$ cat src/gn2d_pkg.sv
// shared types, constants, permutation rom and fixed-point helpers for the gradient noise block
package gn2d_pkg;

  localparam int FRAC_BITS = 16;
  localparam int COORD_W   = 24;
  localparam int LAT_W     = 8;
  localparam int OUT_W     = 16;
  localparam int QW        = FRAC_BITS + 6;
  localparam int PROD_W    = 2 * QW;
  localparam int OUT_SH    = FRAC_BITS + 1 - OUT_W;
  localparam int IN_DATA_W = 2 * COORD_W;
  localparam int FIFO_DEPTH = 4;
  localparam int FIFO_AW    = $clog2(FIFO_DEPTH);
  localparam int BACK_STAGES = 9;

  typedef logic signed [QW-1:0]     q_t;
  typedef logic signed [PROD_W-1:0] prod_t;
  typedef logic [FRAC_BITS-1:0]     frac_t;
  typedef logic [LAT_W-1:0]         lat_t;

  localparam q_t    Q_ONE     = QW'(1 << FRAC_BITS);
  localparam q_t    Q_TEN     = QW'(10 << FRAC_BITS);
  localparam q_t    Q_FIFTEEN = QW'(15 << FRAC_BITS);
  localparam prod_t P_HALF    = PROD_W'(1 << (FRAC_BITS - 1));
  localparam q_t    OUT_RND   = QW'(1 << (OUT_SH - 1));
  localparam q_t    OUT_MAX   = QW'((1 << OUT_W) - 1);

  // gradient picked by the low two hash bits
  typedef enum logic [1:0] {
    GRAD_XPY  = 2'd0,
    GRAD_NXPY = 2'd1,
    GRAD_XMY  = 2'd2,
    GRAD_NXMY = 2'd3
  } grad_sel_e;

  typedef struct packed {
    frac_t     xf;
    frac_t     yf;
    grad_sel_e h00;
    grad_sel_e h10;
    grad_sel_e h01;
    grad_sel_e h11;
  } corner_item_t;

  localparam lat_t PERM_ROM [256] = '{
    151,160,137,91,90,15,131,13,201,95,96,53,194,233,7,225,
    140,36,103,30,69,142,8,99,37,240,21,10,23,190,6,148,
    247,120,234,75,0,26,197,62,94,252,219,203,117,35,11,32,
    57,177,33,88,237,149,56,87,174,20,125,136,171,168,68,175,
    74,165,71,134,139,48,27,166,77,146,158,231,83,111,229,122,
    60,211,133,230,220,105,92,41,55,46,245,40,244,102,143,54,
    65,25,63,161,1,216,80,73,209,76,132,187,208,89,18,169,
    200,196,135,130,116,188,159,86,164,100,109,198,173,186,3,64,
    52,217,226,250,124,123,5,202,38,147,118,126,255,82,85,212,
    207,206,59,227,47,16,58,17,182,189,28,42,223,183,170,213,
    119,248,152,2,44,154,163,70,221,153,101,155,167,43,172,9,
    129,22,39,253,19,98,108,110,79,113,224,232,178,185,112,104,
    218,246,97,228,251,34,242,193,238,210,144,12,191,179,162,241,
    81,51,145,235,249,14,239,107,49,192,214,31,181,199,106,157,
    184,84,204,176,115,121,50,45,127,4,150,254,138,236,205,93,
    222,114,67,29,24,72,243,141,128,195,78,66,215,61,156,180
  };

  // product back to q format, magnitude rounded half away from zero
  function automatic q_t qround(input prod_t p);
    prod_t mag;
    prod_t r;
    mag = p[PROD_W-1] ? -p : p;
    r   = (mag + P_HALF) >> FRAC_BITS;
    r   = p[PROD_W-1] ? -r : r;
    return r[QW-1:0];
  endfunction

  function automatic q_t grad(input grad_sel_e h, input q_t dx, input q_t dy);
    q_t g;
    unique case (h)
      GRAD_XPY:  g = dx + dy;
      GRAD_NXPY: g = dy - dx;
      GRAD_XMY:  g = dx - dy;
      GRAD_NXMY: g = -dx - dy;
      default:   g = dx + dy;
    endcase
    return g;
  endfunction

endpackage

$ cat src/gn2d_fifo.sv
// short queue of hashed corner items between the front and back ends
module gn2d_fifo (
  input  logic                   clk_i,
  input  logic                   rst_ni,
  input  logic                   push_i,
  input  gn2d_pkg::corner_item_t data_i,
  input  logic                   pop_i,
  output gn2d_pkg::corner_item_t data_o,
  output logic                   full_o,
  output logic                   empty_o
);
  import gn2d_pkg::*;

  corner_item_t mem_q [FIFO_DEPTH];
  logic [FIFO_AW-1:0] wr_ptr_q, wr_ptr_d, rd_ptr_q, rd_ptr_d;
  logic [FIFO_AW:0]   cnt_q, cnt_d;

  assign full_o  = (cnt_q == (FIFO_AW+1)'(FIFO_DEPTH));
  assign empty_o = (cnt_q == '0);
  assign data_o  = mem_q[rd_ptr_q];

  always_comb begin
    wr_ptr_d = push_i ? wr_ptr_q + FIFO_AW'(1) : wr_ptr_q;
    rd_ptr_d = pop_i  ? rd_ptr_q + FIFO_AW'(1) : rd_ptr_q;
    cnt_d    = cnt_q;
    if (push_i && !pop_i) begin
      cnt_d = cnt_q + (FIFO_AW+1)'(1);
    end else if (pop_i && !push_i) begin
      cnt_d = cnt_q - (FIFO_AW+1)'(1);
    end
  end

  always_ff @(posedge clk_i or negedge rst_ni) begin
    if (!rst_ni) begin
      wr_ptr_q <= '0;
      rd_ptr_q <= '0;
      cnt_q    <= '0;
    end else begin
      wr_ptr_q <= wr_ptr_d;
      rd_ptr_q <= rd_ptr_d;
      cnt_q    <= cnt_d;
    end
  end

  always_ff @(posedge clk_i) begin
    if (push_i) begin
      mem_q[wr_ptr_q] <= data_i;
    end
  end

endmodule

$ cat config.mk
export PLATFORM = sky130hd
export DESIGN_NAME = gn2d_fifo
export DESIGN_NICKNAME = d
export VERILOG_FILES = /design/src/gn2d_pkg.sv /design/src/gn2d_fifo.sv
export SDC_FILE = /design/constraint.sdc
export NUM_CORES = 1
export LEC_CHECK = 0
export BUFFER_PORTS_ARGS = -buffer_cell sky130_fd_sc_hd__buf_2
export CORE_MARGIN = 2
export CORE_UTILIZATION = 35
export CTS_CLUSTER_DIAMETER = 200
export DETAILED_ROUTE_END_ITERATION = 8
export GPL_ROUTABILITY_DRIVEN = 0
export PLACE_DENSITY = 0.53
export SLEW_MARGIN = 10
export SYNTH_ARGS = -nofsm -noshare
export SYNTH_HDL_FRONTEND = slang
export SYNTH_SLANG_ARGS = --single-unit
$ cat constraint.sdc
create_clock -name clk_i -period 3.55 [get_ports clk_i]
set_input_delay 0.1775 -clock clk_i [delete_from_list [all_inputs] [get_ports clk_i]]
set_output_delay 0.1775 -clock clk_i [all_outputs]
set_load 0.03 [all_outputs]
==> results of run 1 <==
[layer usage]
layer  global-route usage (%)  vias up
met2                     19.9       63
li1                         -     1304
met5                        0        -
met4                     3.61        2
met1                     16.6     1491
met3                     5.19       15
[worst max path at each step]
stage	start	to	cells after the start
floorplan	wr_ptr_q[0]	mem_q[2][0]	3
global placement	wr_ptr_q[0]	mem_q[2][20]	4
detailed placement	rd_ptr_q[0]	data_o[35]	2
CTS	rd_ptr_q[0]	data_o[35]	2
global route	rd_ptr_q[0]	data_o[35]	2
finish	rd_ptr_q[0]	data_o[35]	2
[power by group through the flow]
stage	clock [mW]	combinational, mW	sequential, mW
after floorplan	0	1.73	2.70
after global placement	0	1.95	2.98
after detailed placement	0	1.96	2.99
after CTS	1.98	2.00	2.95
after global routing	2.06	2.09	3.00
final	1.93	1.95	2.93
[Yosys cell counts]
cell type / instances
nand2_1: 2
nor3_1: 1
buf_12: 4
edfxtp_1: 160
buf_6: 1
mux4_1: 2
mux2_2: 1
nor3b_1: 1
buf_2: 4
xnor2_1: 2
xor2_1: 4
o21ai_0: 1
nor2_1: 1
ha_1: 5
dfrtp_1: 7
inv_1: 4
and2_1: 4
mux4_2: 38
clkbuf_1: 1
fa_1: 1
[flip-flops by register name, indices dropped and copies added (netlist names)]
| signal | count |
|---|---|
| mem_q | 160 |
| cnt_q | 3 |
| wr_ptr_q | 2 |
| rd_ptr_q | 2 |
[stage by stage]
stage	cell area, um^2	total power [mW]	setup slack, ps	hold WS (ps)	util (%)
floorplan	6220	4.43	1560	-118	-
global placement	6860	4.93	1480	24.8	39.5
detailed placement	6860	4.96	1470	25.9	39.5
CTS	7910	6.93	1010	55.1	45.6
global route	7910	7.15	903	104	45.6
finish	7910	6.81	1100	75.7	45.6
[area by class of cell]
cell class	instances	area [um^2]	share of cell area, %
tap	225	282	3.56
inverter	4	15.0	0.190
clock inverter	11	171	2.17
multi-input combinational	63	1110	14.1
timing repair buffer	132	883	11.2
sequential	167	4980	63.0
clock buffer	21	460	5.82
[cell families (layout without fill, tap and decap cells)]
logic type / count (synthesis) / in the layout / synth area share (%)
xor+xnor: 6 / 6 / 0.845
compound gates: 1 / 1 / 0.0804
mux: 41 / 41 / 14.8
flops: 167 / 167 / 80.1
buf+inv: 14 / 168 / 2.09
fa+ha+maj: 6 / 6 / 1.33
simple gates: 9 / 9 / 0.785
==> flow_summary.toml, run 1 <==
[route]
wl_met2_um = 5410
final_antenna_net_count = 0
vias = 2875
drt_pass1_iterations = 4
wire_per_inst_um = 17.9
met3_length_um = 544
drt_iter0_markers = 146
drt-met1-wl_um = 5070
wl_um = 11200
top_layer = "met5"
drc = 0
via_per_inst = 4.61

[synthesis]
syn_area_um2 = 6220
yosys.area.top_type = "edfxtp_1"
yosysSeqAreaShare_pct = 80.1
synthCells = 244
ys_warn_count = 0
synth_top_area_share_pct = 77.3
synth_area_per_cell_um2 = 25.5
ys_seq_elements = 167
synthesis.nets = 294
yosysUniqueCellTypes = 20
yosys-top-cells-area = "edfxtp_1 (77%), mux4_2 (14%), dfrtp_1 (2.8%), buf_12 (1.3%), ha_1 (1.0%)"

[setup_path]
crit_path_end_kind = "output pin"
worstPathArrival_ps = 2270
crit_required_ps = 3370
crit_chain = "mux4_1, buf_2"
cp_max_fo = 42
crit_slowest_cell = "dfrtp_4"
r2r_start = "wr_ptr_q[0]"
cp_num_buf_inv = 1
reg2reg_depth = 4
reg2reg_slack_ps = 1550
crit_type = "reg -> out"
cp-start-kind = "flop"
cp_slowest_stage_delay_ps = 1000
r2r-end = "mem_q[2][18]"
crit_family = "flip-flops"

[clocking]
clk_latency_ps = 410
cts_tree = "yes"
cts-resized-gates = 0
worst_setup_hold_path_clk_slew_ps = 60
post_cts_buffers = 0
cts_max_level = 4
clockBufferDepth = 2
clock-sinks = 167
cts_buffers = 17
root_buffer = "clkbuf_16"
postCtsHoldBufs = 42

[cells_and_area]
num-fill-cells = 1492
most-common-layout-cells = "edfxtp_1 (160), buf_2 (85), dlygate4sd3_1 (42), mux4_2 (38), clkbuf_16 (17)"
final_cells = 623
antenna_cells = 0
layout-drive-gt1-share_pct = 41.5
area_growth_pct = 27.2
final_common_cell = "edfxtp_1"
nets = 435

[flow_run]
max-cap-violations = 0

[placement]
dp_cells = 549
post-dp-hpwl_um = 6670
io_buffers = 85

[power_and_ir_drop]
seq_power_share_pct = 43.0
combPwrFrac_pct = 28.7
p_sw_share_pct = 32.3
p_leak_nw = 2.77
clockPowerShare_pct = 28.3
power.density_nw_per_um2 = 861
intPower_mw = 4.61
ir_drop_uv = 445
p_sw_mw = 2.20

[sta]
grt_setup_unrepaired = "false"
fin_crit_ps = 2450
finalSetupTns_ps = 0
hold_violations = 0
skew_ps = 9.55
period_share_pct = 68.9
fmax_ghz = 0.409
relSlewSlack_pct = 28.6
worst_pin_slew_ps = 1070
slew_violations = 0
setup_violations = 0

[min_path]
hold_start = "push_i"
whs_path_depth = 2
min_path_type = "in -> reg"
holdPathEnd = "wr_ptr_q[0]"

[grt]
grt.total_usage_pct = 12.8
grt_max_degree = 43
grt_first_pass_wirelength_um = 17100
grt_overflow = 0
grt_pass1_vias = 3076
antenna_found_initial = 1

[floorplanning]
fp.dieW_um = 137
dieArea_um2 = 18800
io_pins = 86
die_height_um = 137
rows = 48
start_util_pct = 35.8
core_area_um2 = 17400

[status]
status = "completed"
No activity file was read; power rests on OpenSTA's default activity.
==> inputs of run 2 (changes only) <==
--- a/config.mk
+++ b/config.mk
@@ -11,7 +11,7 @@
 export CTS_CLUSTER_DIAMETER = 200
 export DETAILED_ROUTE_END_ITERATION = 8
 export GPL_ROUTABILITY_DRIVEN = 0
-export PLACE_DENSITY = 0.53
+export PLACE_DENSITY = 0.55
 export SLEW_MARGIN = 10
 export SYNTH_ARGS = -nofsm -noshare
 export SYNTH_HDL_FRONTEND = slang
==> constraint.sdc (replaced) <==
create_clock -name clk_i -period 2.2 [get_ports clk_i]
set_input_delay 0.11 -clock clk_i [delete_from_list [all_inputs] [get_ports clk_i]]
set_output_delay 0.11 -clock clk_i [all_outputs]
set_load 0.03 [all_outputs]
==> flow_summary.toml, run 2 (synthesis results as in run 1) <==
[status]
status = "completed"

[floorplanning]
die_height_um = 137
dieArea_um2 = 18800
rows = 48
start_util_pct = 35.8
io_pins = 86
fp.dieW_um = 137
core_area_um2 = 17400

[clocking]
cts-resized-gates = 0
cts_buffers = 17
cts_tree = "yes"
root_buffer = "clkbuf_16"
worst_setup_hold_path_clk_slew_ps = 60
clock-sinks = 167
cts_max_level = 4
clk_latency_ps = 420
clockBufferDepth = 2

[min_path]
min_path_type = "in -> async"

[placement]
post-dp-hpwl_um = 7000
dp_cells = 556
io_buffers = 85
pre_cts_ws_ps = 461

[cells_and_area]
num-fill-cells = 1491
multiInputGateArea_um2 = 1110
top_regs = "mem_q: 160 flops, cnt_q: 3 flops"
largest_reg_flops = 160
register_area_um2 = 4980
nets = 448
final_cells = 635
layout-drive-gt1-share_pct = 42.9
antenna_cells = 0
most-common-layout-cells = "edfxtp_1 (160), buf_2 (85), dlygate4sd3_1 (43), mux4_2 (38), clkbuf_16 (17)"
final_common_cell = "edfxtp_1"
area_growth_pct = 28.6
top_register = "mem_q"

[sta]
period_share_pct = 89.9
fmax_ghz = 0.505
grt_setup_unrepaired = "false"
relSlewSlack_pct = 69.9
skew_ps = 6.16
fin_crit_ps = 1980
setup_violations = 0
worst_pin_slew_ps = 451
whs_ps = 63.7
hold_violations = 0
setup_slack_ps = 221
slew_violations = 0
finalSetupTns_ps = 0

[flow_run]
max-cap-violations = 0

[grt]
grt.total_usage_pct = 13.2
grt_max_degree = 26
grt_overflow = 0
grt_pass1_vias = 3198
antenna_found_initial = 0
grt_first_pass_wirelength_um = 17900

[route]
via_per_inst = 4.59
drc = 0
final_antenna_net_count = 0
drt_iter0_markers = 161
drt_pass1_iterations = 4
vias = 2917
wire_per_inst_um = 18.1
wl_um = 11500

[power_and_ir_drop]
clockPowerShare_pct = 26.5
p_sw_mw = 3.62
combPwrFrac_pct = 33.4
ir_drop_uv = 614
power.density_nw_per_um2 = 1380
p_sw_share_pct = 32.8
seq_power_share_pct = 40.1
power_mw = 11.0
p_leak_nw = 2.83
intPower_mw = 7.42

[setup_path]
worstPathArrival_ps = 1870
cp_slowest_stage_delay_ps = 650
crit_path_end_kind = "output pin"
reg2reg_depth = 4
crit_required_ps = 2090
crit_type = "reg -> out"
crit_chain = "buf_12, mux4_2, buf_2"
r2r-end = "mem_q[2][4]"
cp-start-kind = "flop"
r2r_start = "wr_ptr_q[0]"
crit_slowest_cell = "dfrtp_2"
cp_max_fo = 23
reg2reg_slack_ps = 700
-- run 2: cell count changes in the layout (fill, tap and decap cells not counted), sizes merged --
cell / before / now
buf: 90 / 102
bufinv: 4 / 3
clkbuf: 21 / 17
clkinv: 4 / 10
clkinvlp: 2 / 0
dlygate4sd3: 42 / 43
-- run 2: power groups by stage --
stage	registers [mW]	clock network [mW]	logic, mW
finish	4.43	2.92	3.69
floorplan	4.36	0	2.79
CTS	4.49	3.02	3.67
detailed placement	4.56	0	3.60
global route	4.50	3.13	3.97
global placement	4.54	0	3.59
-- run 2: through the flow --
| step | utilization [%] | instance area [um^2] |
|---|---|---|
| 5_1_grt | 46.1 | 8000 |
| 2_1_floorplan | - | 6220 |
| 3_3_place_gp | 40.0 | 6950 |
| 6_report | 46.1 | 8000 |
| 4_1_cts | 45.9 | 7960 |
| 3_5_place_dp | 40.0 | 6950 |
-- run 2: worst max-delay path, delay by kind of cell, from the launching register on --
kind	cells	cell delay [ps]
DFF	1	650
buffers and inverters	2	460
muxes	1	330
-- run 2: cell type report --
cell class	instances	share of cell area [%]
clock buffers	17	5.32
clock inverters	14	1.97
inverters	4	0.188
multi-input cells	63	13.9
flip-flops and latches	167	62.3
well taps	225	3.52
repair buffers	145	12.8
-- run 2: layer usage --
metal | up-vias | track usage [%] | routed length (um)
met1 | 1510 | 17.2 | 5160
met5 | - | 0 | 0
met4 | 0 | 5.15 | 164
met3 | 13 | 4.08 | 476
li1 | 1330 | - | -
met2 | 64 | 20.7 | 5670
-- run 2: worst max-delay path by stage --
| stage | cells after the start | from | to | slack (ps) |
|---|---|---|---|---|
| floorplan | 3 | wr_ptr_q[0] | mem_q[2][0] | 210 |
| global placement | 3 | rd_ptr_q[0] | data_o[17] | 470 |
| detailed placement | 3 | rd_ptr_q[0] | data_o[21] | 460 |
| finish | 3 | rd_ptr_q[1] | data_o[14] | 220 |
| CTS | 3 | rd_ptr_q[0] | data_o[21] | 3 |
| global route | 3 | rd_ptr_q[1] | data_o[17] | 140 |
-- run 2: timing repair --
item                                   CTS  global route
hold buffers                            43             0
setup endpoints to repair                0            17
buffers inserted                         0             5
endpoints found under the hold margin  170             0
==> inputs of run 3 (changes only) <==
--- a/config.mk
+++ b/config.mk
@@ -6,12 +6,15 @@
 export NUM_CORES = 1
 export LEC_CHECK = 0
 export BUFFER_PORTS_ARGS = -buffer_cell sky130_fd_sc_hd__buf_2
+export CELL_PAD_IN_SITES_DETAIL_PLACEMENT = 0
+export CELL_PAD_IN_SITES_GLOBAL_PLACEMENT = 2
 export CORE_MARGIN = 2
 export CORE_UTILIZATION = 35
 export CTS_CLUSTER_DIAMETER = 200
 export DETAILED_ROUTE_END_ITERATION = 8
 export GPL_ROUTABILITY_DRIVEN = 0
-export PLACE_DENSITY = 0.55
+export PLACE_DENSITY = 0.67
+export SKIP_LAST_GASP = 1
 export SLEW_MARGIN = 10
 export SYNTH_ARGS = -nofsm -noshare
 export SYNTH_HDL_FRONTEND = slang
==> flow_summary.toml, run 3 (synthesis results as in run 1) <==
[floorplanning]
start_util_pct = 35.8
dieArea_um2 = 18800
io_pins = 86
die_height_um = 137
core_area_um2 = 17400
rows = 48
fp.dieW_um = 137

[clocking]
clk_latency_ps = 420
worst_setup_hold_path_clk_slew_ps = 70
cts_max_level = 4
clockBufferDepth = 2
cts-resized-gates = 0
cts_buffers = 17
root_buffer = "clkbuf_16"
clock-sinks = 167
cts_tree = "yes"

[setup_path]
r2r_start = "wr_ptr_q[0]"
cp-start-kind = "flop"
crit_type = "reg -> out"
cp_max_fo = 21
worstSetupStartpoint = "rd_ptr_q[0]"
reg2reg_depth = 4
worstPathArrival_ps = 1850
endpoint = "data_o[26]"
r2r-end = "mem_q[2][18]"
reg2reg_slack_ps = 630
crit_required_ps = 2090
crit_path_end_kind = "output pin"

[grt]
antenna_found_initial = 0
grt_first_pass_wirelength_um = 17900
grt_pass1_vias = 3260
grt.total_usage_pct = 13.5
grt_overflow = 0
grt_max_degree = 42

[route]
drc = 0
wl_um = 11400
vias = 2903
drt_pass1_iterations = 4
final_antenna_net_count = 0
drt_iter0_markers = 116
wire_per_inst_um = 18.1
via_per_inst = 4.60

[cells_and_area]
area_growth_pct = 29.3
num-fill-cells = 1489
nets = 443
antenna_cells = 0
most-common-layout-cells = "edfxtp_1 (160), buf_2 (85), dlygate4sd3_1 (43), mux4_2 (38), clkbuf_16 (17)"
layout-drive-gt1-share_pct = 41.9
largest_reg_flops = 160
top_register = "mem_q"
final_common_cell = "edfxtp_1"
register_area_um2 = 4980
final_cells = 631
final_area_um2 = 8040
top_regs = "mem_q: 160 flops, cnt_q: 3 flops"
multiInputGateArea_um2 = 1110

[flow_run]
max-cap-violations = 0

[sta]
worst_pin_slew_ps = 454
fmax_ghz = 0.511
period_share_pct = 89.0
hold_violations = 0
setup_violations = 0
fin_crit_ps = 1960
relSlewSlack_pct = 69.8
slew_violations = 0
grt_setup_unrepaired = "false"
finalSetupTns_ps = 0
skew_ps = 6.14

[power_and_ir_drop]
power.density_nw_per_um2 = 1400
ir_drop_uv = 917
power_mw = 11.2
p_leak_nw = 2.83

[placement]
io_buffers = 85
post-dp-hpwl_um = 7070
dp_cells = 556
postPlaceCellArea_um2 = 6970

[min_path]
min_path_type = "in -> async"

[status]
status = "completed"
-- run 3: cell count changes in the layout (fill, tap and decap cells not counted), sizes merged --
cell / change
clkinvlp: +1
bufinv: +2
buf: -5
clkinv: -5
clkbuf: +3
-- run 3: metrics by stage --
stage	utilization [%]	hold WS, ps	setup WS, ps
2_1_floorplan	-	-186	210
3_3_place_gp	40.2	-34.3	642
3_5_place_dp	40.2	-35.8	616
4_1_cts	46.3	38.0	196
5_1_grt	46.3	66.7	139
6_report	46.3	55.7	242
-- run 3: worst min-delay path by stage --
stage,start,endpoint
2_1_floorplan,rst_ni,cnt_q[0]
5_1_grt,rst_ni,cnt_q[2]
6_report,rst_ni,cnt_q[2]
4_1_cts,rst_ni,cnt_q[2]
3_5_place_dp,rst_ni,cnt_q[2]
3_3_place_gp,rst_ni,cnt_q[2]
-- run 3: where the power goes --
group	internal, mW	leakage (nW)	switching, mW
combinational	1.44	0.975	2.25
clock	2.02	0.308	1.18
sequential	4.17	1.55	0.176
total	7.63	2.83	3.61
-- run 3: worst max-delay path, cell delays in order (launching register included) --
cell and delay, ps:
dfrtp_4 440, buf_12 210, mux4_1 580, buf_2 190
-- run 3: repair_timing --
action	CTS	global route
endpoints found under the hold margin	170	0
hold buffers	43	0
buffers inserted	0	0
-- run 3: area by class of cell --
cell class | count | area share (%)
multi-input combinational | 63 | 13.9
sequential | 167 | 62.0
clock buffer | 20 | 5.43
inverter | 4 | 0.187
timing repair buffer | 140 | 12.5
tap | 225 | 3.50
clock inverter | 12 | 2.49
-- run 3: layer usage --
| layer | global-route usage, % | vias to the layer above | routed length, um | part of all wire, % |
|---|---|---|---|---|
| met5 | 0 | - | 0 | 0 |
| met4 | 4.64 | 0 | 114 | 1.0 |
| met3 | 5.04 | 5 | 523 | 4.6 |
| met2 | 22.4 | 70 | 5930 | 52 |
| met1 | 16.3 | 1499 | 4820 | 42 |
| li1 | - | 1329 | - | - |
